`config.mk`:
```
export PLATFORM = sky130hd
export DESIGN_NAME = wrf_div
export DESIGN_NICKNAME = d
export VERILOG_FILES = /design/src/rtl/wrf_div.sv
export SDC_FILE = /design/constraint.sdc
export NUM_CORES = 1
export LEC_CHECK = 0
export ABC_AREA = 1
export BUFFER_PORTS_ARGS = -buffer_cell sky130_fd_sc_hd__buf_2
export CAP_MARGIN = 0
export CORE_MARGIN = 2
export CORE_UTILIZATION = 25
export CTS_CLUSTER_DIAMETER = 40
export DETAILED_ROUTE_END_ITERATION = 10
export PLACE_DENSITY_LB_ADDON = 0.05
export RECOVER_POWER = 50
export SETUP_SLACK_MARGIN = 0.15
export SLEW_MARGIN = 10
export SYNTH_ARGS = -nofsm -noshare
export SYNTH_HDL_FRONTEND = slang
export SYNTH_SLANG_ARGS = --single-unit
```
`constraint.sdc`:
```
create_clock -name clk_i -period 4.8 [get_ports clk_i]
set_input_delay 0.48 -clock clk_i [delete_from_list [all_inputs] [get_ports clk_i]]
set_output_delay 0.48 -clock clk_i [all_outputs]
set_load 0.01 [all_outputs]
```
`src/rtl/wrf_div.sv`:
```
// Restoring divider, one quotient bit per cycle.
module wrf_div #(
  parameter int NW = 79,
  parameter int DW = 79
) (
  input  logic          clk_i,
  input  logic          rst_ni,
  input  logic          start_i,
  input  logic [NW-1:0] dividend_i,
  input  logic [DW-1:0] divisor_i,
  output logic          done_o,
  output logic [NW-1:0] quot_o
);

  localparam int KW = $clog2(NW + 1);

  logic          busy_q, done_q;
  logic [KW-1:0] cnt_q;
  logic [NW-1:0] dvd_q;
  logic [DW-1:0] dsr_q;
  logic [DW:0]   rem_q;
  logic [DW:0]   shifted;
  logic          fits;

  assign shifted = {rem_q[DW-1:0], dvd_q[NW-1]};
  assign fits    = shifted >= {1'b0, dsr_q};

  always_ff @(posedge clk_i or negedge rst_ni) begin
    if (!rst_ni) begin
      busy_q <= 1'b0;
      done_q <= 1'b0;
      cnt_q  <= '0;
    end else begin
      done_q <= 1'b0;
      if (start_i) begin
        busy_q <= 1'b1;
        cnt_q  <= KW'(NW);
      end else if (busy_q) begin
        cnt_q <= cnt_q - 1'b1;
        if (cnt_q == KW'(1)) begin
          busy_q <= 1'b0;
          done_q <= 1'b1;
        end
      end
    end
  end

  // The quotient bits shift in where the dividend bits shift out.
  always_ff @(posedge clk_i) begin
    if (start_i) begin
      dvd_q <= dividend_i;
      dsr_q <= divisor_i;
      rem_q <= '0;
    end else if (busy_q) begin
      rem_q <= fits ? shifted - {1'b0, dsr_q} : shifted;
      dvd_q <= {dvd_q[NW-2:0], fits};
    end
  end

  assign done_o = done_q;
  assign quot_o = dvd_q;

endmodule
```
* Word-level counts from Yosys, hierarchy flattened
Cells that the tools add are included.
** Cells by class
- $add $sub $neg :: 2
- $lt $le $gt $ge :: 1
- Equality and inequality tests :: 1
- Muxes and demuxes :: 11
- Reductions and logical operators :: 1
** Operators with widths (number)
- 79-bit 2-to-1 mux :: 3
- 80-bit by 79-bit >= comparator with 1-bit output :: 1
- 79-bit subtractor :: 1
- 7-bit 2-to-1 mux :: 2
- 7-bit by 1-bit == test with 1-bit output, second input constant :: 1
- 7-bit by 1-bit subtractor with 7-bit output, second input constant :: 1
- 1-bit 2-to-1 mux :: 6
- 2-bit nonzero test :: 1
** Storage, ports and cells
- Flip-flop bits (word level) :: 246
- Input port bits :: 161
- Output and inout bits :: 80
- Word-level logic and storage cells :: 22

* Longest topological paths before layout
- Word-level depth :: 4
- Depth in mapped cells :: 19
- Gate-level depth less buffers :: 18

* Worst setup path after synthesis
Ideal clock, no wire load.
- Path type :: input -> register
- Start point :: in start_i
- End point :: reg dvd_q[0] (netlist: quot_o[0]) (enable)
- Setup time :: 0.472 ns
- Data arrival time :: 2.960 ns
- Data required time :: 4.328 ns
- Setup slack :: 1.368 ns
- Stages :: 3
- Path buffers :: 1
- Path through :: nor2_1 inv_1 clkbuf_1
** Between the ends
- Word-level cells in the longest chain between the ends :: 1
** RTL lines
- start: declaration :: RTL line 8 : input logic start_i,
- 2-bit nonzero test (no line)
- end signal: assignment :: RTL line 51 : dvd_q <= dividend_i;
- end signal: assignment :: RTL line 56 : dvd_q <= {dvd_q[NW-2:0], fits};
- end: declaration :: RTL line 19 : logic [NW-1:0] dvd_q;
No other way between the ends.
A chain may end at the register's enable or synchronous reset.

* Worst setup path after layout
- Start point :: in start_i
- End point :: reg dvd_q[25] (netlist: quot_o[25]), data pin
** Between the ends
- Word-level cells in the longest chain between the ends :: 1
** RTL lines
- 79-bit 2-to-1 mux :: RTL line 50 : if (start_i) begin
No other way between the ends.

==> results.toml <==
[detailed_routing]
vias_per_cell = 4.346
dr.first_iter.drc_count = 1103
totalWireLength_um = 67970
avgRoutedWirePerCell_um = 17.05
num_vias = 17330
drtPass1Iterations = 7
antenna_left = 0
drc = 0

[global_routing]
grt_use_met1 = 0.2476
grt_pass1_vias = 17430
grt_usage = 0.1861
use_met3 = 0.03375
grt.busiest_layer = "met2"
grt_pass1_wl_um = 104100
antenna_found_initial = 4
met2_usage = 0.2996
grt_max_degree = 81
overflow = 0

[floorplanning]
die_width_um = 269.5
io_pins = 241
core_sq_um = 69910
dieArea_sq_um = 72610
rows = 97
die_h_um = 269.5
floorplan.initialDensity = 0.2520

[worst_setup_path]
path_class = "in2reg"
reg2reg_to = "rem_q[32]"
cp-start-kind = "primary input"
critical_path_required_ns = 5.13
cp-end-kind = "flip-flop"
r2r_cells = 18
critical_path.max_fanout = 55
reg2reg_from = "quot_o[78]"
rrSetupSlack_ns = 1.31
arrival_ns = 3.86

[timing]
timing.hold.ws_ns = 0.05135
max_freq_mhz = 282.9
setup_viol = 0
worst_pin_slew_ns = 2.531
tns_ns = 0
fin_crit_ns = 3.534
rsz0062_at_grt = "no"
clock_skew_ns = 0.02571
drv_slew = 56
maxSlewHeadroom = -0.6873
hold_viol_final = 0
min_period_over_period = 0.7363

[power_and_ir_drop]
ir_drop_mv = 0.3109
p_leak_uw = 0.01185
power_density_nw_per_um2 = 457.5

[clock_network]
path_clk_slew_ns = 0.05
clk_latency_ns = 0.60
cts_setup_buffers = 0
h-tree-depth = 3
cts.path.max_buffers = 3
cts_resized = 0
cts-root-buf = "clkbuf_16"
hold_buffers = 1
cts_made_buffers = 66
cts_tree = "yes"
cts_sinks = 246

[yosys]
synth.avg_cell_area_sq_um = 6.454
synthesis.area_sq_um = 17620
synth_seq_area_share = 0.3718
synthCells = 2730
ys_types = 36
yosys_warnings = 0
synth_seq_cells = 246
synth_nets = 2973

[run_status]
status = "finished with violations"
violations = "max-capacitance violations, max-slew violations"

[min_path]
hold_class = "in2reg"
hold_depth = 1
hp-start = "divisor_i[5]"
min_to = "dsr_q[5]"

[placement]
port_buffers = 240
gp_congestion = 0.9250
place_hpwl_um = 54290

[finish]
area_delta_synth_final_pct = 26.28
drive_gt1_frac = 0.1215
fin_nets = 3235

[flow_run]
drv_cap = 1
## report_power, final
part	internal, uW	switching [uW]
clock	3350	1460
combinational	897	1820
sequential	2520	129
total	6770	3410
## Yosys cell counts (all sizes together)
| cell type | count | area share |
|---|---|---|
| buf | 17 | 0.0055 |
| a21oi | 78 | 0.022 |
| o21ai | 65 | 0.018 |
| nand4 | 18 | 0.0064 |
| edfxtp | 158 | 0.27 |
| a31oi | 1 | 0.00036 |
| xor2 | 5 | 0.0025 |
| fa | 1 | 0.0011 |
| nand2 | 1112 | 0.24 |
| clkbuf | 41 | 0.0087 |
| dfrtp | 9 | 0.013 |
| o21bai | 12 | 0.0051 |
| ha | 81 | 0.058 |
| o21a | 2 | 0.00085 |
| inv | 555 | 0.12 |
| or2 | 1 | 0.00036 |
| nand3b | 29 | 0.012 |
| nand3 | 225 | 0.067 |
| nor3 | 20 | 0.0060 |
| a22oi | 1 | 0.00043 |
| nor4 | 3 | 0.0014 |
| and2 | 3 | 0.0011 |
| xnor2 | 26 | 0.013 |
| nor2 | 188 | 0.042 |
| dfxtp | 79 | 0.090 |
## critical path, stage by stage
cell      delay (ns)
clkbuf_1        1.76
inv_2           0.79
buf_4           0.56
nand2_1         0.14
nand2_1         0.07
## per-stage QoR
| stage | total power, uW | utilization | setup WS (ns) | area [sq um] | cells |
|---|---|---|---|---|---|
| after global routing | 10820 | 0.3182 | 0.7131 | 22250 | 3986 |
| after detailed placement | 5418 | 0.2840 | 1.245 | 19850 | 3863 |
| after CTS | 10350 | 0.3189 | 1.231 | 22290 | 3986 |
| final | 10180 | 0.3183 | 1.266 | 22250 | 3987 |
| after global placement | 5432 | 0.2840 | 1.326 | 19850 | 3863 |
| after floorplan | 4524 | - | 1.368 | 17620 | 2730 |
## layout by cell type (no fill, tap or decap), drive strengths merged, types with 9 or more instances in the layout
master and instances:
a21oi 78, bufinv 13, clkinv 18, o21bai 12
nor3 20, inv 558, clkbuf 100, o21ai 65
nand3 225, edfxtp 158, buf 229, ha 81
nor2 188, clkinvlp 10, nand3b 29, nand4 18
dfrtp 9, nand2 1112, xnor2 26, dfxtp 79
## layer usage
| layer | vias up | routed length (um) |
|---|---|---|
| met5 | - | 45 |
| met4 | 8 | 2325 |
| met1 | 7881 | 31870 |
| met3 | 111 | 3262 |
| li1 | 8929 | - |
| met2 | 398 | 30470 |
## cells by family after synthesis
family | share of synthesized area
AOI/OAI and AO/OA | 0.04737
xor gates and xnor gates | 0.01541
adders and majority gates | 0.05866
buffers and inverters | 0.1324
DFF | 0.3718
and+or+nand+nor | 0.3743
## layout make-up
type	instances	area, sq um
Fill cell	7872	47660
Tap cell	940	1176
Timing Repair Buffer	252	1264
Clock buffer	78	1768
Inverter	555	2086
Multi-Input combinational cell	1871	8741
Clock inverter	44	660.6
Antenna cell	1	2.502
Sequential cell	246	6551
## state kept, by name (all words and copies together), names as in the netlist
name    count
dsr_q      79
quot_o     79
rem_q      79
cnt_q       7
busy_q      1
done_o      1
## worst max path at each step
stage	start	endpoint	slack, ns	cells past startpoint
after global routing	start_i	quot_o[40]	0.71	5
after detailed placement	quot_o[78]	rem_q[38]	1.24	18
after floorplan	start_i	quot_o[0]	1.37	3
after global placement	quot_o[78]	rem_q[30]	1.33	18
after CTS	quot_o[78]	rem_q[30]	1.23	18
final	start_i	quot_o[25]	1.27	5
Power figures use the tool's default switching activity.
