## config.mk

```make
export PLATFORM = sky130hd
export DESIGN_NAME = wrf_acc
export DESIGN_NICKNAME = d
export VERILOG_FILES = /design/src/rtl/wrf_acc.sv
export SDC_FILE = /design/constraint.sdc
export NUM_CORES = 2
export LEC_CHECK = 0
export BUFFER_PORTS_ARGS = -buffer_cell sky130_fd_sc_hd__buf_4
export CAP_MARGIN = 10
export CORE_MARGIN = 3
export CORE_UTILIZATION = 35
export DETAILED_ROUTE_END_ITERATION = 8
export GPL_ROUTABILITY_DRIVEN = 0
export PLACE_DENSITY_LB_ADDON = 0.2
export REMOVE_ABC_BUFFERS = 1
export SYNTH_ARGS = -nofsm -noshare
export SYNTH_HDL_FRONTEND = slang
export SYNTH_SLANG_ARGS = --single-unit
export TNS_END_PERCENT = 5
```

## constraint.sdc

```tcl
create_clock -name clk_i -period 17.3 [get_ports clk_i]
set_clock_uncertainty 0.2 [all_clocks]
set_input_delay 1.73 -clock clk_i [delete_from_list [all_inputs] [get_ports clk_i]]
set_output_delay 1.73 -clock clk_i [all_outputs]
set_load 0.03 [all_outputs]
```

## src/rtl/wrf_acc.sv

```systemverilog
// Pipelined sum unit: time offsets, products and the four running sums of the fit.
module wrf_acc #(
  parameter int CW = 7
) (
  input  logic                    clk_i,
  input  logic                    rst_ni,
  input  logic                    clear_i,
  input  logic                    valid_i,
  input  logic                    first_i,
  input  logic [31:0]             time_i,
  input  logic signed [15:0]      angle_i,
  output logic                    busy_o,
  output logic [32+CW-1:0]        sx_o,
  output logic [64+CW-1:0]        sxx_o,
  output logic signed [16+CW-1:0] sf_o,
  output logic signed [48+CW-1:0] sxf_o
);

  logic               v1_q, v2_q;
  logic [31:0]        t0_q, x1_q, x2_q;
  logic signed [15:0] f1_q, f2_q;
  logic [63:0]        pxx_q;
  logic signed [48:0] pxf_q;
  logic [32+CW-1:0]        sx_q;
  logic [64+CW-1:0]        sxx_q;
  logic signed [16+CW-1:0] sf_q;
  logic signed [48+CW-1:0] sxf_q;

  always_ff @(posedge clk_i or negedge rst_ni) begin
    if (!rst_ni) begin
      v1_q <= 1'b0;
      v2_q <= 1'b0;
    end else begin
      v1_q <= valid_i;
      v2_q <= v1_q;
    end
  end

  // The first entry of the window is the time origin.
  always_ff @(posedge clk_i) begin
    if (valid_i && first_i) begin
      t0_q <= time_i;
    end
    x1_q  <= (first_i) ? 32'd0 : time_i - t0_q;
    f1_q  <= angle_i;
    pxx_q <= x1_q * x1_q;
    pxf_q <= $signed({1'b0, x1_q}) * f1_q;
    x2_q  <= x1_q;
    f2_q  <= f1_q;
    if (clear_i) begin
      sx_q  <= '0;
      sxx_q <= '0;
      sf_q  <= '0;
      sxf_q <= '0;
    end else if (v2_q) begin
      sx_q  <= sx_q + (32+CW)'(x2_q);
      sxx_q <= sxx_q + (64+CW)'(pxx_q);
      sf_q  <= sf_q + (16+CW)'(f2_q);
      sxf_q <= sxf_q + (48+CW)'(pxf_q);
    end
  end

  assign busy_o = v1_q | v2_q;
  assign sx_o   = sx_q;
  assign sxx_o  = sxx_q;
  assign sf_o   = sf_q;
  assign sxf_o  = sxf_q;

endmodule

```

# --- Yosys cells after proc, flatten, opt, wreduce, memory -nomap -nowiden ---
# Cells that the tools add are included.
totals:
  in_bits: 53
  output_inout_bits: 189
  word_cells: 22
  reg_bits: 431
op_classes:
  n_addsub: 5
  n_reduce_logical: 1
  n_mul: 2
  bitwise_logic: 1
op_table:
  columns: ["cell", "n"]
  rows:
  - ["71-bit by 64-bit adder with 71-bit output", 1]
  - ["32-bit by 32-bit multiplier with 64-bit output", 1]
  - ["55-bit by 49-bit adder with 55-bit output", 1]
  - ["33-bit by 16-bit multiplier with 49-bit output", 1]
  - ["39-bit by 32-bit adder with 39-bit output", 1]
  - ["32-bit subtractor", 1]
  - ["23-bit by 16-bit adder with 23-bit output", 1]
  - ["1-bit logical AND", 1]
  - ["1-bit OR", 1]

# --- Logic depth before layout (Yosys ltp) ---
depth:
  word_depth: 1
  ltp_mapped: 32
  depth_no_buf: 30

# --- Worst setup path after synthesis ---
# Ideal clock, no wire load.
synth_path:
  path_kind: "register to register"
  from: "reg x1_q[19]"
  to: "reg pxx_q[62]"
  t_arrival_ps: 8068
  n_path_buf: 4
  slack_ps: 8960
  path_stages_with_launch: 28
  synth_period_minus_slack_ps: 8340
  required_ps: 17028
  setup_ps: 72
  cell_sequence: "dfxtp_1 > clkbuf_1 > clkbuf_1 > clkbuf_1 > nand2_1 > fa_1 > fa_1 > inv_1 > fa_1 > inv_1 > fa_1 > inv_1 > fa_1 > fa_1 > fa_1 > fa_1 > ha_1 > buf_2 > nand4_1 > or4_1 > a31oi_1 > nor4b_1 > or4b_1 > a21o_1 > o31ai_4 > a31oi_1 > o21ai_1 > xnor2_1"
synth_between:
  elab_chain_len: 1
synth_rtl:
  columns: ["element", "line_no", "source"]
  rows:
  - ["from (decl)", "20", "logic [31:0] t0_q, x1_q, x2_q;"]
  - ["from (signal assigned)", "44", "x1_q <= (first_i) ? 32'd0 : time_i - t0_q;"]
  - ["32-bit by 32-bit multiplier with 64-bit output", "46", "pxx_q <= x1_q * x1_q;"]
  - ["to (signal assigned)", "46", null]
  - ["to (decl)", "22", "logic [63:0] pxx_q;"]
# No other way between the ends.
# A chain may end at the register's enable or synchronous reset.

# --- Final worst setup path ---
layout_path:
  from: "reg x1_q[14]"
  to: "reg pxx_q[57]"
# The elaborated chain is that of the path after synthesis.

==> metrics.md <==
| Metric | Value |
|---|---|
| Dpl hpwl | `around 160000 um` |
| Largest cells by area after synthesis | `fa_1, ha_1, dfxtp_1` |
| Number of setup buffers added after CTS | `0` |
| Wirelength, routed | `199000 um` |
| Core box area | `about 190000 sq um` |
| Longest Clk Path Bufs | `3` |
| Main combinational cell family by area after synthesis | `adder cells` |
| Number of buffer and inverter instances along the worst setup path | `7` |
| Yosys top cell by area | `fa_1` |
| Number of buffers inserted by port buffering | `around 240` |
| Top cell type's share of synthesized area | `35.8%` |
| Post-cts resize count | `0` |
| Worst slack at placement | `approximately 7.8 ns` |
| Row Count | `160` |
| Multiplexer share of the synthesized area | `between 1 and 1.5%` |
| Biggest fanout along the worst timing path | `29` |
| CP startpoint kind | `register` |
| Number of synthesized flops with an enable pin | `32` |
| Global route total overflow | `0` |
| Launch point of the worst hold path | `v1_q` |
| DRC violation count after routing | `0` |
| Result of the run | `finished clean` |
| Fmax achieved | `~100 MHz` |
| Synthesized flop and latch total | `between 400 and 500` |
| Total die area | `199000 sq um` |
| Clock network latency to the later pin of the worst-skew pair | `0.75 ns` |
| Synthesized cell area | `about 68000 sq um` |
| 1st-pass router iterations | `5` |
| Path type of the worst setup path | `register to register` |
| Accumulated negative setup slack | `0 ns` |
| Overall track demand over capacity in global routing | `20.4%` |
| Via count | `between 50000 and 60000` |
| DR WL met3 | `around 7700 um` |
| Headroom to the max-slew limit | `17.2%` |
| Worst endpoint required time | `between 15 and 20 ns` |
| Capturing element type of the critical path | `register` |
| Number of hold-repair buffers added at the cts stage | `0` |
| Clock tree from TritonCTS | `yes` |
| Post-synth ARST share | `less than 1%` |
| Cell at the root of the clock tree | `clkbuf_16` |
| Pin count of the biggest net entering global routing | `57` |
| Startpoint of the worst-slack reg-to-reg timing path | `x1_q[14]` |
| P&R area growth vs syn | `9.50%` |
| CP startpoint | `x1_q[14]` |
| Number of unique standard cell types used by synthesis | `76` |
| Mean post-synth cell area | `between 9 and 10 sq um` |
| Top-count cell post-synth | `inv_1` |
| Syn. warnings | `0` |
| Main flop type after synthesis | `dfxtp_1` |
| Crit path DAT | `about 10 ns` |
| Final Hold Viols | `0` |
| Ratio of cells with drive above 1 in the final layout | `between 6 and 7%` |
| Post-CTS clock slew at the launch and capture registers of the worst setup and hold paths | `around 0.070 ns` |
| Global-route wire length before repair | `316000 um` |
| Width of the die | `about 450 um` |
| Compound-gate portion of the synthesized area | `around 10%` |
| Tightest Pin Transition | `between 1 and 1.5 ns` |
| Remaining number of nets flagged by the antenna check after routing | `0` |
| Largest delay share family, worst path | `adder cells` |
| Antenna violations before repair | `10` |
| Post-route fraction of the period consumed by the critical path | `56.0%` |
| Number of DRC violations after detailed-routing iteration 0 | `2826` |
| Synthesized instance count | `7512` |
| Most used standard cells in the synthesized netlist | `inv_1, fa_1, nand2_1, ha_1, dfxtp_1` |
| Unrepaired setup endpoints after global routing | `false` |
| Max-Cap Viols | `0` |
| Max stage delay cell, worst path | `a2111oi_1` |
| Sequential cell area fraction in the yosys report | `a little over an eighth` |
| Worst min-delay path category | `register to register` |
| CP max stage delay | `approximately 1.1 ns` |
| Height of the die | `446 um` |
| Met2 wire length | `about 100000 um` |
| Adder-cell share of the synthesized area | `around 48%` |
| Detail-routed via count per cell | `between 5 and 6` |
| Uppermost layer routed | `met5` |
| Setup Viol. Count Final | `0` |
| Post-Synth XOR/XNOR Area | `approximately 4.2%` |
| Number of global-route vias before repair | `approximately 55000` |
| Io pins | `approximately 240` |
| Layout net count | `9465` |
| Worst Slack Setup Final | `between 7 and 8 ns` |
| CTS Sinks | `429` |
| Starting utilization of the core area | `35.4%` |
| Number of clock buffers inserted by TritonCTS | `60` |
| Length of routed wiring on met1 | `roughly 83000 um` |
| Count of pins over their slew limit | `0` |
| Average detailed-routed wire length per instance | `19.7 um` |
| Min Tclk post-route | `roughly 9.7 ns` |
| Simple-gate share of the synthesized area | `around an eighth` |
| H-tree depth | `2` |
| Worst path most repeated cell | `fa_1` |
## metrics by stage
stage	std cells	instance area, sq um	utilization, %	hold slack (ns)
2_1_floorplan	7178	66600	-	0.146
4_1_cts	10100	74300	38.8	0.185
5_1_grt	10100	74300	38.8	0.211
3_3_place_gp	9996	72100	37.7	0.153
6_report	10100	74300	38.8	0.186
3_5_place_dp	9996	72100	37.7	0.159
## layout by cell type, fill, tap and decap left out, drive strengths merged, types with 11 or more instances in the layout
cell type     n
a31oi        42
mux2i        86
a31o         12
o22ai        13
edfxtp       32
o21a         36
clkbuf       85
and2        394
nand2       789
a21boi       12
nand3        60
o21ai       203
buf         307
and3         26
nand4        57
nor2        347
inv        1494
a211o        11
or2          14
ha          653
a21o        206
a211oi       41
clkinv       11
a21oi       327
nand2b       62
xnor2       198
or3          21
o21bai       50
dfxtp       395
xor2        127
nor3         43
nor2b        46
fa         1212
o211ai       28
## cells by family (layout without fill, tap and decap cells)
logic type	after synthesis	count (layout)
flip-flops	429	429
other	0	2
buffers and inverters	1825	1910
AND/OR/NAND/NOR	1893	1893
AO/OA/AOI/OAI	1087	1087
multiplexers	88	88
adder cells (fa/ha/maj)	1865	1865
XOR/XNOR	325	325
## flip-flops by register name, summed over array words and instances, names as in the netlist
signal	flops
sxx_o	71
pxx_q	63
sxf_o	55
pxf_q	49
sx_o	39
t0_q	32
x1_q	32
x2_q	31
sf_o	23
f1_q	16
f2_q	16
v1_q	1
v2_q	1
## path summary, 6_finish.rpt
kind / end / slack [ns] / depth (start not counted)
max in group asynchronous: v2_q / 16.20 / 1
worst min register to register: v2_q / 0.19 / 0
min in group asynchronous: v1_q / 0.60 / 1
worst max register to register: pxx_q[57] / 7.60 / 30
worst max-delay path: pxx_q[57] / 7.60 / 30
worst min-delay path: v2_q / 0.19 / 0
## per-layer routing
layer | GRT usage (%) | vias up
met4 | 7.39 | 2
li1 | - | 23600
met3 | 2.02 | 284
met1 | 25.6 | 25700
met5 | 0 | -
met2 | 36.3 | 1085
## final cells by class
type                    count  area (sq um)
fillers                 19400        117000
diodes                      2          5.00
multi-input cells        5258         52100
flip-flops and latches    429          8970
clock inverters            27           470
inverters                1491          5600
repair buffers            307          2310
well taps                2511          3140
clock buffers              85          1710
Power is left out: the tool's default activity adds up to more than one toggle a clock period on the data nets, which glitch-free logic cannot reach.
