## src/rtl/wrf_mul.sv

```systemverilog
// Shift-and-add multiplier, one multiplier bit per cycle, stops early once the remaining multiplier bits are zero.
module wrf_mul #(
  parameter int W = 39
) (
  input  logic           clk_i,
  input  logic           rst_ni,
  input  logic           start_i,
  input  logic [W-1:0]   a_i,
  input  logic [W-1:0]   b_i,
  output logic           done_o,
  output logic [2*W-1:0] p_o
);

  logic           busy_q, done_q;
  logic [2*W-1:0] p_q, m_q;
  logic [W-1:0]   b_q;

  always_ff @(posedge clk_i or negedge rst_ni) begin
    if (!rst_ni) begin
      busy_q <= 1'b0;
      done_q <= 1'b0;
    end else begin
      done_q <= 1'b0;
      if (start_i) begin
        busy_q <= 1'b1;
      end else if (busy_q && (b_q == '0)) begin
        busy_q <= 1'b0;
        done_q <= 1'b1;
      end
    end
  end

  always_ff @(posedge clk_i) begin
    if (start_i) begin
      p_q <= '0;
      m_q <= (2*W)'(a_i);
      b_q <= b_i;
    end else if (busy_q && (b_q != '0)) begin
      if (b_q[0]) begin
        p_q <= p_q + m_q;
      end
      m_q <= m_q << 1;
      b_q <= b_q >> 1;
    end
  end

  assign done_o = done_q;
  assign p_o    = p_q;

endmodule

```

## config.mk

```make
export PLATFORM = sky130hd
export DESIGN_NAME = wrf_mul
export DESIGN_NICKNAME = d
export VERILOG_FILES = /design/src/rtl/wrf_mul.sv
export SDC_FILE = /design/constraint.sdc
export NUM_CORES = 1
export LEC_CHECK = 0
export ABC_AREA = 1
export BUFFER_PORTS_ARGS = -buffer_cell sky130_fd_sc_hd__buf_2
export CORE_MARGIN = 8
export CORE_UTILIZATION = 40
export CTS_CLUSTER_SIZE = 28
export DETAILED_ROUTE_END_ITERATION = 10
export GPL_TIMING_DRIVEN = 0
export SLEW_MARGIN = 10
export SYNTH_ARGS = -nofsm -noshare
export SYNTH_HDL_FRONTEND = slang
export SYNTH_SLANG_ARGS = --single-unit
```

## constraint.sdc

```tcl
create_clock -name clk_i -period 3.75 [get_ports clk_i]
set_clock_uncertainty 0.05 [all_clocks]
set_input_delay 0.75 -clock clk_i [delete_from_list [all_inputs] [get_ports clk_i]]
set_output_delay 0.75 -clock clk_i [all_outputs]
set_load 0.005 [all_outputs]
```

==> Yosys cells after proc, flatten, opt, wreduce, memory -nomap -nowiden <==
Index checks and enable logic that the tools add are counted.
{ "word_totals": {"ff_bits": 197, "in_bits": 81, "out_inout_bits": 79} }
{ "classes": {"add_sub_neg": 1, "muxes": 8, "reduce_logical": 7} }
{ "ops": {"columns": ["cell", "n"], "rows": [
  ["39-bit two-way mux", 4],
  ["78-bit adder", 1],
  ["39-bit logical NOT", 1],
  ["39-bit nonzero test", 1],
  ["1-bit two-way mux", 4],
  ["2-bit nonzero test", 2],
  ["1-bit logical AND", 2],
  ["2-bit AND reduction", 1]
]} }

==> Longest topological paths before layout <==
Gate-level depths: netlist (run 1).
{ "depth": {"depth_word": 4, "mapped_depth": 18, "depth_no_buf": 18} }

==> Worst setup path after synthesis (run 1) <==
Ideal clock, no wire load.
{ "synth_path": {"kind": "register to register", "start": "register b_q[26]", "end": "register b_q[0] (enable)", "setup_ns": 0.783, "arrival_ns": 2.529, "required_ns": 2.917, "path_slack_ns": 0.388, "path_stages_with_launch": 8, "n_path_buf": 1, "path_cell_list": "edfxtp_1 nor4_1 nand3_1 nor2_1 nand3_1 nand2_2 buf_2 nand2_1"} }
{ "synth_between": {"elab_chain_len": 3} }
{ "synth_lines": {"columns": ["item", "line", "rtl"], "rows": [
  ["from (decl)", "16", "logic [W-1:0] b_q;"],
  ["from (signal assigned)", "37", "b_q <= b_i;"],
  ["from (signal assigned)", "43", "b_q <= b_q >> 1;"],
  ["39-bit nonzero test", "38", "end else if (busy_q && (b_q != '0)) begin"],
  ["1-bit logical AND", "38", null],
  ["2-bit nonzero test (no source line)", null, null]
]} }
Every way passes these cells.
A chain may end at the register's enable or synchronous reset.

==> Final worst setup path (run 1) <==
{ "layout_path": {"start": "register b_q[37]", "end": "register m_q[17] (enable)"} }
{ "layout_between": {"elab_chain_len": 3} }
{ "layout_lines": {"columns": ["item", "line", "rtl"], "rows": [
  ["39-bit nonzero test", "38", null],
  ["1-bit logical AND", "38", null],
  ["2-bit nonzero test (no source line)", null, null],
  ["to (signal assigned)", "36", "m_q <= (2*W)'(a_i);"],
  ["to (signal assigned)", "42", "m_q <= m_q << 1;"],
  ["to (decl)", "15", "logic [2*W-1:0] p_q, m_q;"]
]} }
Every way passes these cells.

==> run summary, run 1 <==
The die is 206 um tall. Synthesis produced 2,387 cells. Data on the critical path arrives at its endpoint at 3.23 ns. The total of max-cap violations is 0. For this design the top-level I/O count stands at 160. Post-CTS timing repair inserted 0 buffers for setup.

In this run the power density over the cells is 366 mW/mm^2. The number of antenna diodes in the final layout is 0. STA classifies the critical path endpoint as a flop. Maximum fanout along the worst path: 43. For this design the static power due to leakage is 8.95 nW. The run gives 33 as the count of cell types in the netlist. In the final routed layout, each cell accounts on average for 17.5 um. The most critical setup path has its startpoint at b_q[37]. Net count after synthesis: 2,546. The initial DRC count came out at 1,145. The tools report the critical path endpoint as m_q[17]. With fillers left out, the area of the finished cells amounts to 0.0165 sq mm. Cell at the root of the clock tree: clkbuf_16. Summed over all layers, the global routing overflow is 0. The count of flip-flops with a built-in enable after synthesis works out to 78. In the post-synthesis netlist, the cell with the most instances is nand2_1. Of all flip-flops after synthesis, the portion carrying an async set or reset was 1.02%. In this run the critical register-to-register path is launched from b_q[37]. The tools report the count of endpoints failing setup in the final report as 0.

Across every metal layer, demand over resource in global routing totals 25.3%. The internal portion of the total power is 3.90 mW. The headroom to the max-slew limit came out at 39.1%. Once the clock tree was built, the resizer swapped 0 gates to a different size.

The clock network burns 31.9% of the power. Setup repair after global routing left no endpoint under its margin. The initial core utilization was 40.7%; the via density per instance was 4.89. After synthesis, the mean cell area works out to 6.08 sq um. In this run switching power makes up 35.4% of total power. The total number of vias came out at 14,900. The clock-pin slew reported for the worst setup and hold paths after clock tree synthesis was 0.09 ns. For this design the total switching power over the nets is 2.14 mW. The area growth from synthesis to layout is 13.8%.

The run gives 44 as the maximum number of pins on one net before global-route repair. Number of warnings reported in the yosys synthesis log: 0. The width of the die was 206 um. The run gives 0 as the number of nets with antenna violations after routing.

The endpoint identified for the worst register-to-register timing path is m_q[17]. Counting I/O delays and the setup requirement, the final critical path takes 3.09 ns. Of the total power, registers draw 42.2%. The logs give 17 for the number of buffers added by the clock tree synthesis step and 0.0159 sq mm for the placement-stage cell area.

The share of final-layout standard cells stronger than drive strength 1 was 9.57%. The total area inside the core boundary comes to 0.0357 sq mm. In this run the register-to-register setup slack is 0.66 ns. The final layout contains 2,726 nets. The share of Yosys cell area claimed by the top area cell type came out at 22.8%. By area the synthesized netlist is led by nand2_1 23%, dfxtp_1 16%, edfxtp_1 16%, inv_1 11%, nor2_1 7.2%.

Once detailed placement completed, the half-perimeter wirelength came to 44,500 um. Combinational cells account for 26.0% of the total power. The row count was 69. The number of endpoints with negative hold slack in the final report was 0.

For the worst-skew pair, the clock arrives at the later sink with an insertion delay of 0.48 ns. Area of the mapped netlist: 0.0145 sq mm. For the max-slew violation count, the log shows 0. Data on the critical path is required at its endpoint by 3.89 ns. The H-tree depth was 4. The count of cells along the worst register-to-register path came out at 8. Derived from the worst setup path, the maximum achievable clock frequency is 0.323 GHz. The die area came out at 0.0426 sq mm. In the routed design, unresolved DRC markers number 0. In the finished design, the share of the clock period the worst path needs comes to 82.5%.

The total wire length was 53,200 um; the count of buffers inserted at the top-level ports was 159. The clock net in this run drives a total of 197 sinks. The pin slew with the least headroom to its limit was 0.913 ns. The buffer depth of the longest clock path is 2. Across the VDD grid, the largest voltage drop is 312 uV. The first global-routing pass estimated 81,200 um of wire. The routability congestion estimate was 0.972; the number of detailed-route iterations in the first pass was 6.

For the sequential element share of the synthesized area, the log shows 32.6%. Origin of the worst min-delay path: p_o[0]. By count the netlist is led by 881 x nand2_1, 419 x inv_1, 278 x nor2_1. The kind of critical path is reg2reg.

Leading area contributor after synthesis: nand2_1. The register bit count reported by yosys is 197. For this run, the leading register cell type out of synthesis is dfxtp_1.

The logs give 2 for the initial antenna violation count and 6.04 mW for the total power. The number of global-route vias before repair came out at 14,300. STA classifies the critical path startpoint as a flop. Setup total negative slack on the finished layout was measured at 0 ns. TritonCTS built the clock tree.

The worst hold path belongs to the class reg2reg. The flow ran to the end, and the final reports show no timing, DRC or antenna violations.
-- power groups by stage --
stage / sequential, mW / clock, mW / combinational (mW)
after floorplan: 2.56 / 0 / 1.01
after global placement: 2.59 / 0 / 1.54
after detailed placement: 2.59 / 0 / 1.55
after CTS: 2.55 / 1.97 / 1.56
after global routing: 2.57 / 2.03 / 1.77
final: 2.55 / 1.93 / 1.57
-- cells in the final DEF, fill, tap and decap left out, drive strengths merged --
master / n
nand2: 882
inv: 451
nor2: 283
buf: 182
a21oi: 157
dfxtp: 117
o21ai: 105
nand3: 98
edfxtp: 78
ha: 77
clkbuf: 48
xnor2: 22
xor2: 17
o21bai: 14
nor4: 11
clkinv: 10
nand4: 9
nor3: 7
and2: 3
dfrtp: 2
o21a: 1
a21o: 1
nand3b: 1
fa: 1
clkinvlp: 1
bufinv: 1
dlygate4sd3: 1
-- flip-flops by register name, indices dropped and copies added, names as in the netlist --
register	cells
done_o	1
m_q	78
b_q	39
busy_q	1
p_o	78
-- logic make-up after synthesis --
group,after synthesis,synth area share [%]
AND/OR/NAND/NOR,1294,35.1
buffers and inverters,501,13.3
AO/OA/AOI/OAI,278,9.86
flip-flops,197,32.6
adder cells (fa/ha/maj),78,6.78
XOR/XNOR,39,2.35
-- layer usage --
metal / GRT usage [%] / share of wire (%) / vias up
met5: 0 / 0 / -
met2: 37.4 / 41 / 450
li1: - / - / 7673
met1: 36.4 / 49 / 6695
met4: 6.01 / 1.8 / 0
met3: 6.02 / 8.0 / 52
-- how the worst min path moves through the flow --
| stage | cells after the start | to |
|---|---|---|
| floorplan | 0 | busy_q |
| global placement | 2 | p_o[0] |
| detailed placement | 2 | p_o[0] |
| CTS | 2 | p_o[0] |
| global route | 2 | p_o[7] |
| finish | 2 | p_o[0] |
-- area by class of cell --
| cell class | instances | area [sq um] |
|---|---|---|
| Buffer | 53 | 248 |
| Timing Repair Buffer | 161 | 826 |
| Multi-Input combinational cell | 1689 | 7860 |
| Clock buffer | 17 | 425 |
| Tap cell | 461 | 577 |
| Inverter | 448 | 1680 |
| Clock inverter | 15 | 163 |
| Fill cell | 3916 | 19100 |
| Sequential cell | 197 | 4730 |
-- through the flow --
step	hold WS [ns]	utilization, %	setup WS [ns]	std cells
floorplan	0.404	-	0.388	2387
finish	0.438	46.3	0.655	3041
global placement	0.420	44.6	-1.39	3007
detailed placement	0.425	44.6	0.591	3008
global route	0.458	46.3	0.507	3041
CTS	0.437	46.3	0.575	3041
-- worst max-delay path: stages (launching register included) --
cell,delay [ns]
edfxtp_1,0.39
nor2_1,0.17
nand4_1,0.14
nor4_1,0.51
nand3_1,0.26
nand2_2,0.31
buf_2,0.28
nand2_4,0.32
buf_12,0.32
-- repair_timing --
item	in CTS	in global routing
setup endpoints to repair	0	0
hold endpoints to repair	2	0
hold buffers	1	0
Note: power is estimated with default switching activity, not from simulation.
==> run 2: changes to the inputs <==
- clock period: 3.75 -> 2.5 ns (I/O delays scaled with it)
==> run 2 against run 1 <==
Effect of this change: non-clock buffer count rose by 23; worst setup slack got worse by 0.57 ns; combinational power grew 70%; critical endpoint is now p_o[67].
==> run summary, run 2 (synthesis results as in run 1) <==
The die span in y works out to 206 um (unchanged). The run gives 0.09 ns (was 0.66 ns) as the minimum setup slack among reg-to-reg paths. The sort of element at the end of the critical path was a flop (unchanged). The maximum number of pins on one net before global-route repair is 40 (was 44).

The run finished with clean final reports. For the placement-stage cell area, the log shows 0.0159 sq mm (about the same). The run gives 0.414 GHz (was 0.323 GHz) as the highest achievable clock rate. The total power was 9.49 mW (was 6.04 mW). The number of endpoints with negative hold slack in the final report is 0 (unchanged). The setup TNS is 0 ns (unchanged), and the pre-CTS worst setup slack is -0.794 ns (was 0.591 ns). The run gives 0 (unchanged) as the total inserted antenna cells.

The cell area after layout came out at 0.0177 sq mm (was 0.0165 sq mm). The via density per instance came out at 4.92 (was 4.89). The count of buffers inserted at the top-level ports works out to 159 (unchanged). The static leakage power is 9.23 nW (was 8.95 nW), and the H-tree depth is 4 (unchanged).

The headroom to the max-slew limit was 17.3% (was 39.1%). The longest individual stage delay on the worst path works out to 0.47 ns (was 0.51 ns). The row count came out at 69 (unchanged). The first-pass GRT wire length was 80,400 um (was 81,200 um); the initial antenna violation count was 0 (was 2). The hold path depth works out to 3 (was 2). The portion of total power attributed to combinational logic was 28.2% (was 26.0%); the width of the die was 206 um (unchanged). The tools report the critical path endpoint as p_o[67] (was m_q[17]).

The run gives 2.74 ns (was 3.23 ns) as the arrival time reported for the critical path endpoint. The max-slew violation count was 0 (unchanged). Setup repair after global routing could not meet its margin everywhere. The number of DRC violations after detailed routing is 0 (unchanged), and the count of endpoints failing setup in the final report is 0 (unchanged). Cell at the root of the clock tree: clkbuf_16 (unchanged). The area of the core region was 0.0357 sq mm (unchanged); the pin slew with the least headroom to its limit was 1.24 ns (was 0.913 ns). The layout overhead on the synthesized area came out at 22.0% (was 13.8%). Tightest hold margin: 0.238 ns (was 0.438 ns). The launch point of the worst reg-to-reg path is p_o[46] (was b_q[37]). The logs give 2,752 (was 2,726) for the number of nets in the final layout and 3,007 (was 3,008) for the number of placed cells counting well taps. The clock-pin slew reported for the worst setup and hold paths after clock tree synthesis is 0.09 ns (about the same).

The run gives 3.43 mW (was 2.14 mW) as the net switching component of the power. Critical path, cell by cell: ha_2, a21oi_1, nand2_1, nand2_1, nand3_1, a21oi_1, nor2_1, nor2_2, a21oi_1, nor2_1, nor2_1 (was nor2_1, nand4_1, nor4_1, nand3_1, nand2_2, buf_2, nand2_4, buf_12). The run gives 0.49 ns (was 0.48 ns) as the latest clock arrival within the worst-skew pair.

The kind of critical path is reg2reg (unchanged). The logs give 1,065 (was 1,145) for the initial DRC count and 14,300 (about the same) for the number of global-route vias before repair. The global-route usage over all layers came out at 24.8% (was 25.3%). The worst path setup slack after routing was 0.0874 ns (was 0.655 ns). The number of nets with antenna violations after routing is 0 (unchanged).

The startpoint type of the worst setup path was a flop (unchanged). The total number of vias is 15,100 (was 14,900), and the final period demand of the worst path is 2.41 ns (was 3.09 ns). The library cell contributing the largest single delay on the critical path was dfxtp_1 (was nor4_1).

The die area is 0.0426 sq mm (unchanged). The logs give 53,100 um (was 53,200 um) for the total wire length and 5 (was 6) for the number of detailed-route iterations in the first pass. The average wire length per cell after detail routing works out to 17.3 um (was 17.5 um). The switching share of power was 36.1% (was 35.4%).

The tools report the detailed placement HPWL as 43,300 um (was 44,500 um). The maximum fanout along the worst path was 5 (was 43); the buffer depth of the longest clock path was 2 (unchanged). For the required arrival time at the worst endpoint, the log shows 2.83 ns (was 3.89 ns).

The total clock sinks is 197 (unchanged), and the count of boundary I/O pins is 160 (unchanged). The cell-internal power was 6.06 mW (was 3.90 mW); the relative contribution of the clock network to total power was 31.1% (was 31.9%). TritonCTS built the clock tree. Total of max-cap violations: 0 (unchanged).

Critical path launch point: p_o[46] (was b_q[37]). The logs give 0 (unchanged) for the total overflow reported by the global router and 40.7% (was 42.2%) for the sequential fraction of design power. The fraction of the cycle the final worst path needs was 96.5% (was 82.5%). The run gives 3,067 (was 3,041) as the number of standard cells in the layout, taps in and fillers out. The tools report the routability congestion estimate as 0.978 (was 0.972). The critical register-to-register path endpoint was p_o[67] (was m_q[17]).

Worst min-delay path category: in2reg (was reg2reg). The areal power density over the cells is 536 mW/mm^2 (was 366 mW/mm^2), and the count of cells along the worst register-to-register path is 11 (was 8). Share of final-layout standard cells stronger than drive strength 1: 16.5% (was 9.57%).

The tools report the final core area utilization as 49.7% (was 46.3%). The tools report the number of buffers added by the clock tree synthesis step as 17 (unchanged). The run gives 523 uV (was 312 uV) as the peak supply drop.

Most common cell after layout, fill and taps aside: nand2_1 (unchanged). For the initial core utilization, the log shows 40.7% (unchanged). Commonest cells after routing, fill and taps aside: 838 x nand2_1, 418 x inv_1, 241 x nor2_1 (was 880 x nand2_1, 419 x inv_1, 278 x nor2_1).
## run 2: changes by cell type in the layout (fill, tap and decap cells not counted), sizes merged
cell	delta
clkinvlp	+1
clkinv	-2
bufinv	-1
clkbuf	+3
buf	+21
nand2	+3
inv	+1
## run 2: worst min path at each step
stage / start / endpoint / slack [ns]
after floorplan: rst_ni / busy_q / 0.15
after global placement: rst_ni / done_o / 0.24
after detailed placement: rst_ni / busy_q / 0.24
after CTS: a_i[5] / m_q[5] / 0.22
after global routing: a_i[0] / m_q[0] / 0.23
final: a_i[0] / m_q[0] / 0.24
## run 2: layer usage
metal | share of wire [%] | GRT usage [%] | vias up
li1 | - | - | 7730
met1 | 50 | 36.2 | 6913
met2 | 42 | 37.3 | 422
met3 | 7.2 | 5.19 | 35
met4 | 1.2 | 4.93 | 0
met5 | 0 | 0 | -
## run 2: repair_timing
action	CTS	global route
gates cloned	1	2
endpoints found under the setup margin	192	147
resized for setup	75	140
pin swaps	3	15
buffers inserted	6	19
endpoints found under the hold margin	2	0
hold buffers	1	0
## run 2: layout make-up
cell class	instances	area, sq um
fill	3850	17900
multi-input combinational	1692	8820
sequential	197	4740
inverter	448	1680
timing repair buffer	185	1010
tap	461	577
clock buffer	18	450
buffer	52	280
clock inverter	14	165
## run 2: power by group through the flow
stage	Sequential, mW	Combinational (mW)	Clock, mW
after floorplan	3.84	1.51	0
after global placement	3.88	2.29	0
after detailed placement	3.89	2.31	0
after CTS	3.83	2.42	3.00
after global routing	3.90	2.98	3.13
final	3.86	2.67	2.95
## run 2: critical path, delay by kind of cell (launching register included)
family | cells | cell delay (ns)
flops | 1 | 0.47
simple gates | 7 | 0.81
fa+ha+maj | 1 | 0.37
compound gates | 3 | 0.60
==> run 3: changes to the inputs <==
- ABC_CLOCK_PERIOD_IN_PS: default -> 2500
- CELL_PAD_IN_SITES_DETAIL_PLACEMENT: default -> 1
- CELL_PAD_IN_SITES_GLOBAL_PLACEMENT: default -> 2
- CORE_UTILIZATION: 40 -> 29
- PLACE_DENSITY_LB_ADDON: default -> 0.1
==> run 3 against run 2 <==
Effect of this change: first-iteration DRC count shrank 30%; hold slack lost 0.030 ns; core utilization shrank 13 points; clock-buffer cell count grew 2; combinational power grew 9.4%; register-to-register slack is essentially flat; global-route usage shrank 2.9 points; power grew 2.4%; worst setup slack gained 0.00090 ns; die area grew 35%; sequential power is essentially flat; cell count grew 7.0%; critical path type unchanged; critical endpoint is now p_o[66].
==> run summary, run 3 (synthesis results as in run 1) <==
The flow ran to the end, and the final reports show no timing, DRC or antenna violations. The final period demand of the worst path was 2.41 ns (about the same). TritonCTS built the clock tree. The worst min-delay path category is in2reg (unchanged). Commonest cells after routing, fill and taps aside: 806 x nand2_1, 416 x inv_1, 225 x nor2_1 (was 838 x nand2_1, 418 x inv_1, 241 x nor2_1). The logs give 3,283 (was 3,067) for the number of standard cells in the layout, taps in and fillers out and 14.9% (was 17.3%) for the headroom to the max-slew limit. The buffer depth of the longest clock path is 2 (unchanged), and the count of endpoints failing setup in the final report is 0 (unchanged).

The final core area utilization is 37.2% (was 49.7%). Fraction of the cycle the final worst path needs: 96.5% (about the same). The die span in y came out at 240 um (was 206 um). The tools report the global-route usage over all layers as 21.9% (was 24.8%). The kind of critical path is reg2reg (unchanged). The number of endpoints with negative hold slack in the final report was 0 (unchanged); the setup TNS was 0 ns (unchanged). Arrival time reported for the critical path endpoint: 2.77 ns (was 2.74 ns). The latest clock arrival within the worst-skew pair came out at 0.52 ns (was 0.49 ns). The die area was 0.0575 sq mm (was 0.0426 sq mm).

The pre-CTS worst setup slack is -0.775 ns (was -0.794 ns). The row count came out at 82 (was 69). The most numerous cell type found on the critical path is nand2_2.

The via density per instance is 4.67 (was 4.92), and the average wire length per cell after detail routing is 19.3 um (was 17.3 um). For the peak supply drop, the log shows 381 uV (was 523 uV). The startpoint type of the worst setup path is a flop (unchanged). The maximum fanout along the worst path is 4 (was 5), and the area of the core region is 0.0498 sq mm (was 0.0357 sq mm). The number of nets with antenna violations after routing was 0 (unchanged); the required arrival time at the worst endpoint was 2.86 ns (was 2.83 ns).

The areal power density over the cells is 525 mW/mm^2 (was 536 mW/mm^2), and the maximum number of pins on one net before global-route repair is 40 (unchanged). The layout overhead on the synthesized area was 27.5% (was 22.0%); the first-pass GRT wire length was 94,600 um (was 80,400 um). The pin slew with the least headroom to its limit was 1.28 ns (was 1.24 ns); the number of buffers added by the clock tree synthesis step was 17 (unchanged).

The tools report the minimum setup slack among reg-to-reg paths as 0.09 ns (about the same). The tightest hold margin was 0.208 ns (was 0.238 ns). The tools report the highest achievable clock rate as 0.415 GHz (was 0.414 GHz). For the detailed placement HPWL, the log shows 51,600 um (was 43,300 um). The number of global-route vias before repair is 15,700 (was 14,300).

The initial antenna violation count is 3 (was 0). Critical path, cell by cell: ha_2, inv_2, fa_2, inv_2, nand3_4, nor2_4, nand2_2, nand3_4, nand2_2, nand2_2, nand2_2, nand2_4, nand2_2, nand3_1, nand2_1, nor2_1, nor2_1 (was ha_2, a21oi_1, nand2_1, nand2_1, nand3_1, a21oi_1, nor2_1, nor2_2, a21oi_1, nor2_1, nor2_1). For the count of boundary I/O pins, the log shows 160 (unchanged). The run gives 2,755 (was 2,752) as the number of nets in the final layout. The total of max-cap violations came out at 0 (unchanged). The run gives 0 (unchanged) as the total overflow reported by the global router. The tools report the cell at the root of the clock tree as clkbuf_16 (unchanged). The worst path setup slack after routing is 0.0883 ns (was 0.0874 ns). Setup repair after global routing could not meet its margin everywhere. The logs give 0 (unchanged) for the max-slew violation count and 197 (unchanged) for the total clock sinks. The width of the die was 240 um (was 206 um). The number of DRC violations after detailed routing came out at 0 (unchanged).

The logs give 63,300 um (was 53,100 um) for the total wire length and 29.2% (was 40.7%) for the initial core utilization. The clock-pin slew reported for the worst setup and hold paths after clock tree synthesis is 0.09 ns (about the same), and the routability congestion estimate is 0.915 (was 0.978). The run gives 9.33 nW (was 9.23 nW) as the static leakage power. The logs give 5 (unchanged) for the number of detailed-route iterations in the first pass and 15,300 (was 15,100) for the total number of vias.

The library cell contributing the largest single delay on the critical path is fa_2 (was dfxtp_1). The most common cell after layout, fill and taps aside is nand2_1 (unchanged). The share of final-layout standard cells stronger than drive strength 1 is 20.4% (was 16.5%). The count of buffers inserted at the top-level ports came out at 159 (unchanged). The run gives 4 (unchanged) as the H-tree depth. The sort of element at the end of the critical path is a flop (unchanged). The longest individual stage delay on the worst path was 0.39 ns (was 0.47 ns). The initial DRC count is 745 (was 1,065). The tools report the number of placed cells counting well taps as 3,218 (was 3,007).
-- run 3: cell types whose count changed in the layout (fill, tap and decap cells not counted), sizes merged --
cell,previous run,this run
buf,203,206
clkbuf,51,53
clkinv,8,6
clkinvlp,2,1
diode,0,2
inv,452,453
-- run 3: repair_timing --
item	4_1_cts	5_1_grt
pin swaps	6	32
setup endpoints to repair	154	127
gates cloned	2	1
gates resized for setup	99	236
endpoints found under the hold margin	2	0
setup buffers	8	19
hold buffers	1	0
-- run 3: area by class of cell --
type | instances | area [sq um]
Clock buffer | 20 | 437
Clock inverter | 12 | 129
Sequential cell | 197 | 4740
Buffer | 53 | 260
Fill cell | 6452 | 31300
Inverter | 448 | 1680
Tap cell | 672 | 841
Timing Repair Buffer | 187 | 1020
Multi-Input combinational cell | 1692 | 9390
Antenna cell | 2 | 5.00
-- run 3: report_power, final --
part / leakage [nW] / internal [mW] / total [mW] / switching [mW]
sequential: 1.84 / 3.61 / 3.89 / 0.278
combinational: 7.22 / 1.13 / 2.92 / 1.79
clock: 0.274 / 1.33 / 2.91 / 1.57
-- run 3: worst max-delay path: cells and delay by family, from the launching register on --
kind                     cells  cell delay [ns]
AND/OR/NAND/NOR             13             1.15
adder cells (fa/ha/maj)      2             0.59
flip-flops                   1             0.36
buffers and inverters        2             0.14
-- run 3: worst paths after layout --
check,from,to,depth (start not counted)
worst min register to register,p_o[0],p_o[0],2
worst min-delay path,b_i[19],b_q[19],3
worst max-delay path,m_q[0],p_o[66],17
min in group asynchronous,rst_ni,done_o,2
max in group asynchronous,rst_ni,busy_q,2
worst max register to register,m_q[0],p_o[66],17
-- run 3: per-layer routing --
metal	vias to the layer above	global-route usage [%]	part of all wire (%)
li1	7728	-	-
met4	4	5.10	1.3
met5	-	0	0.032
met2	185	33.4	43
met1	7367	32.1	52
met3	41	3.23	3.5
-- run 3: metrics by stage --
| step | power [mW] | area [sq um] |
|---|---|---|
| after floorplan | 5.35 | 14500 |
| after global placement | 6.29 | 16200 |
| after detailed placement | 6.33 | 16200 |
| after CTS | 9.41 | 17200 |
| after global routing | 10.3 | 18500 |
| final | 9.72 | 18500 |
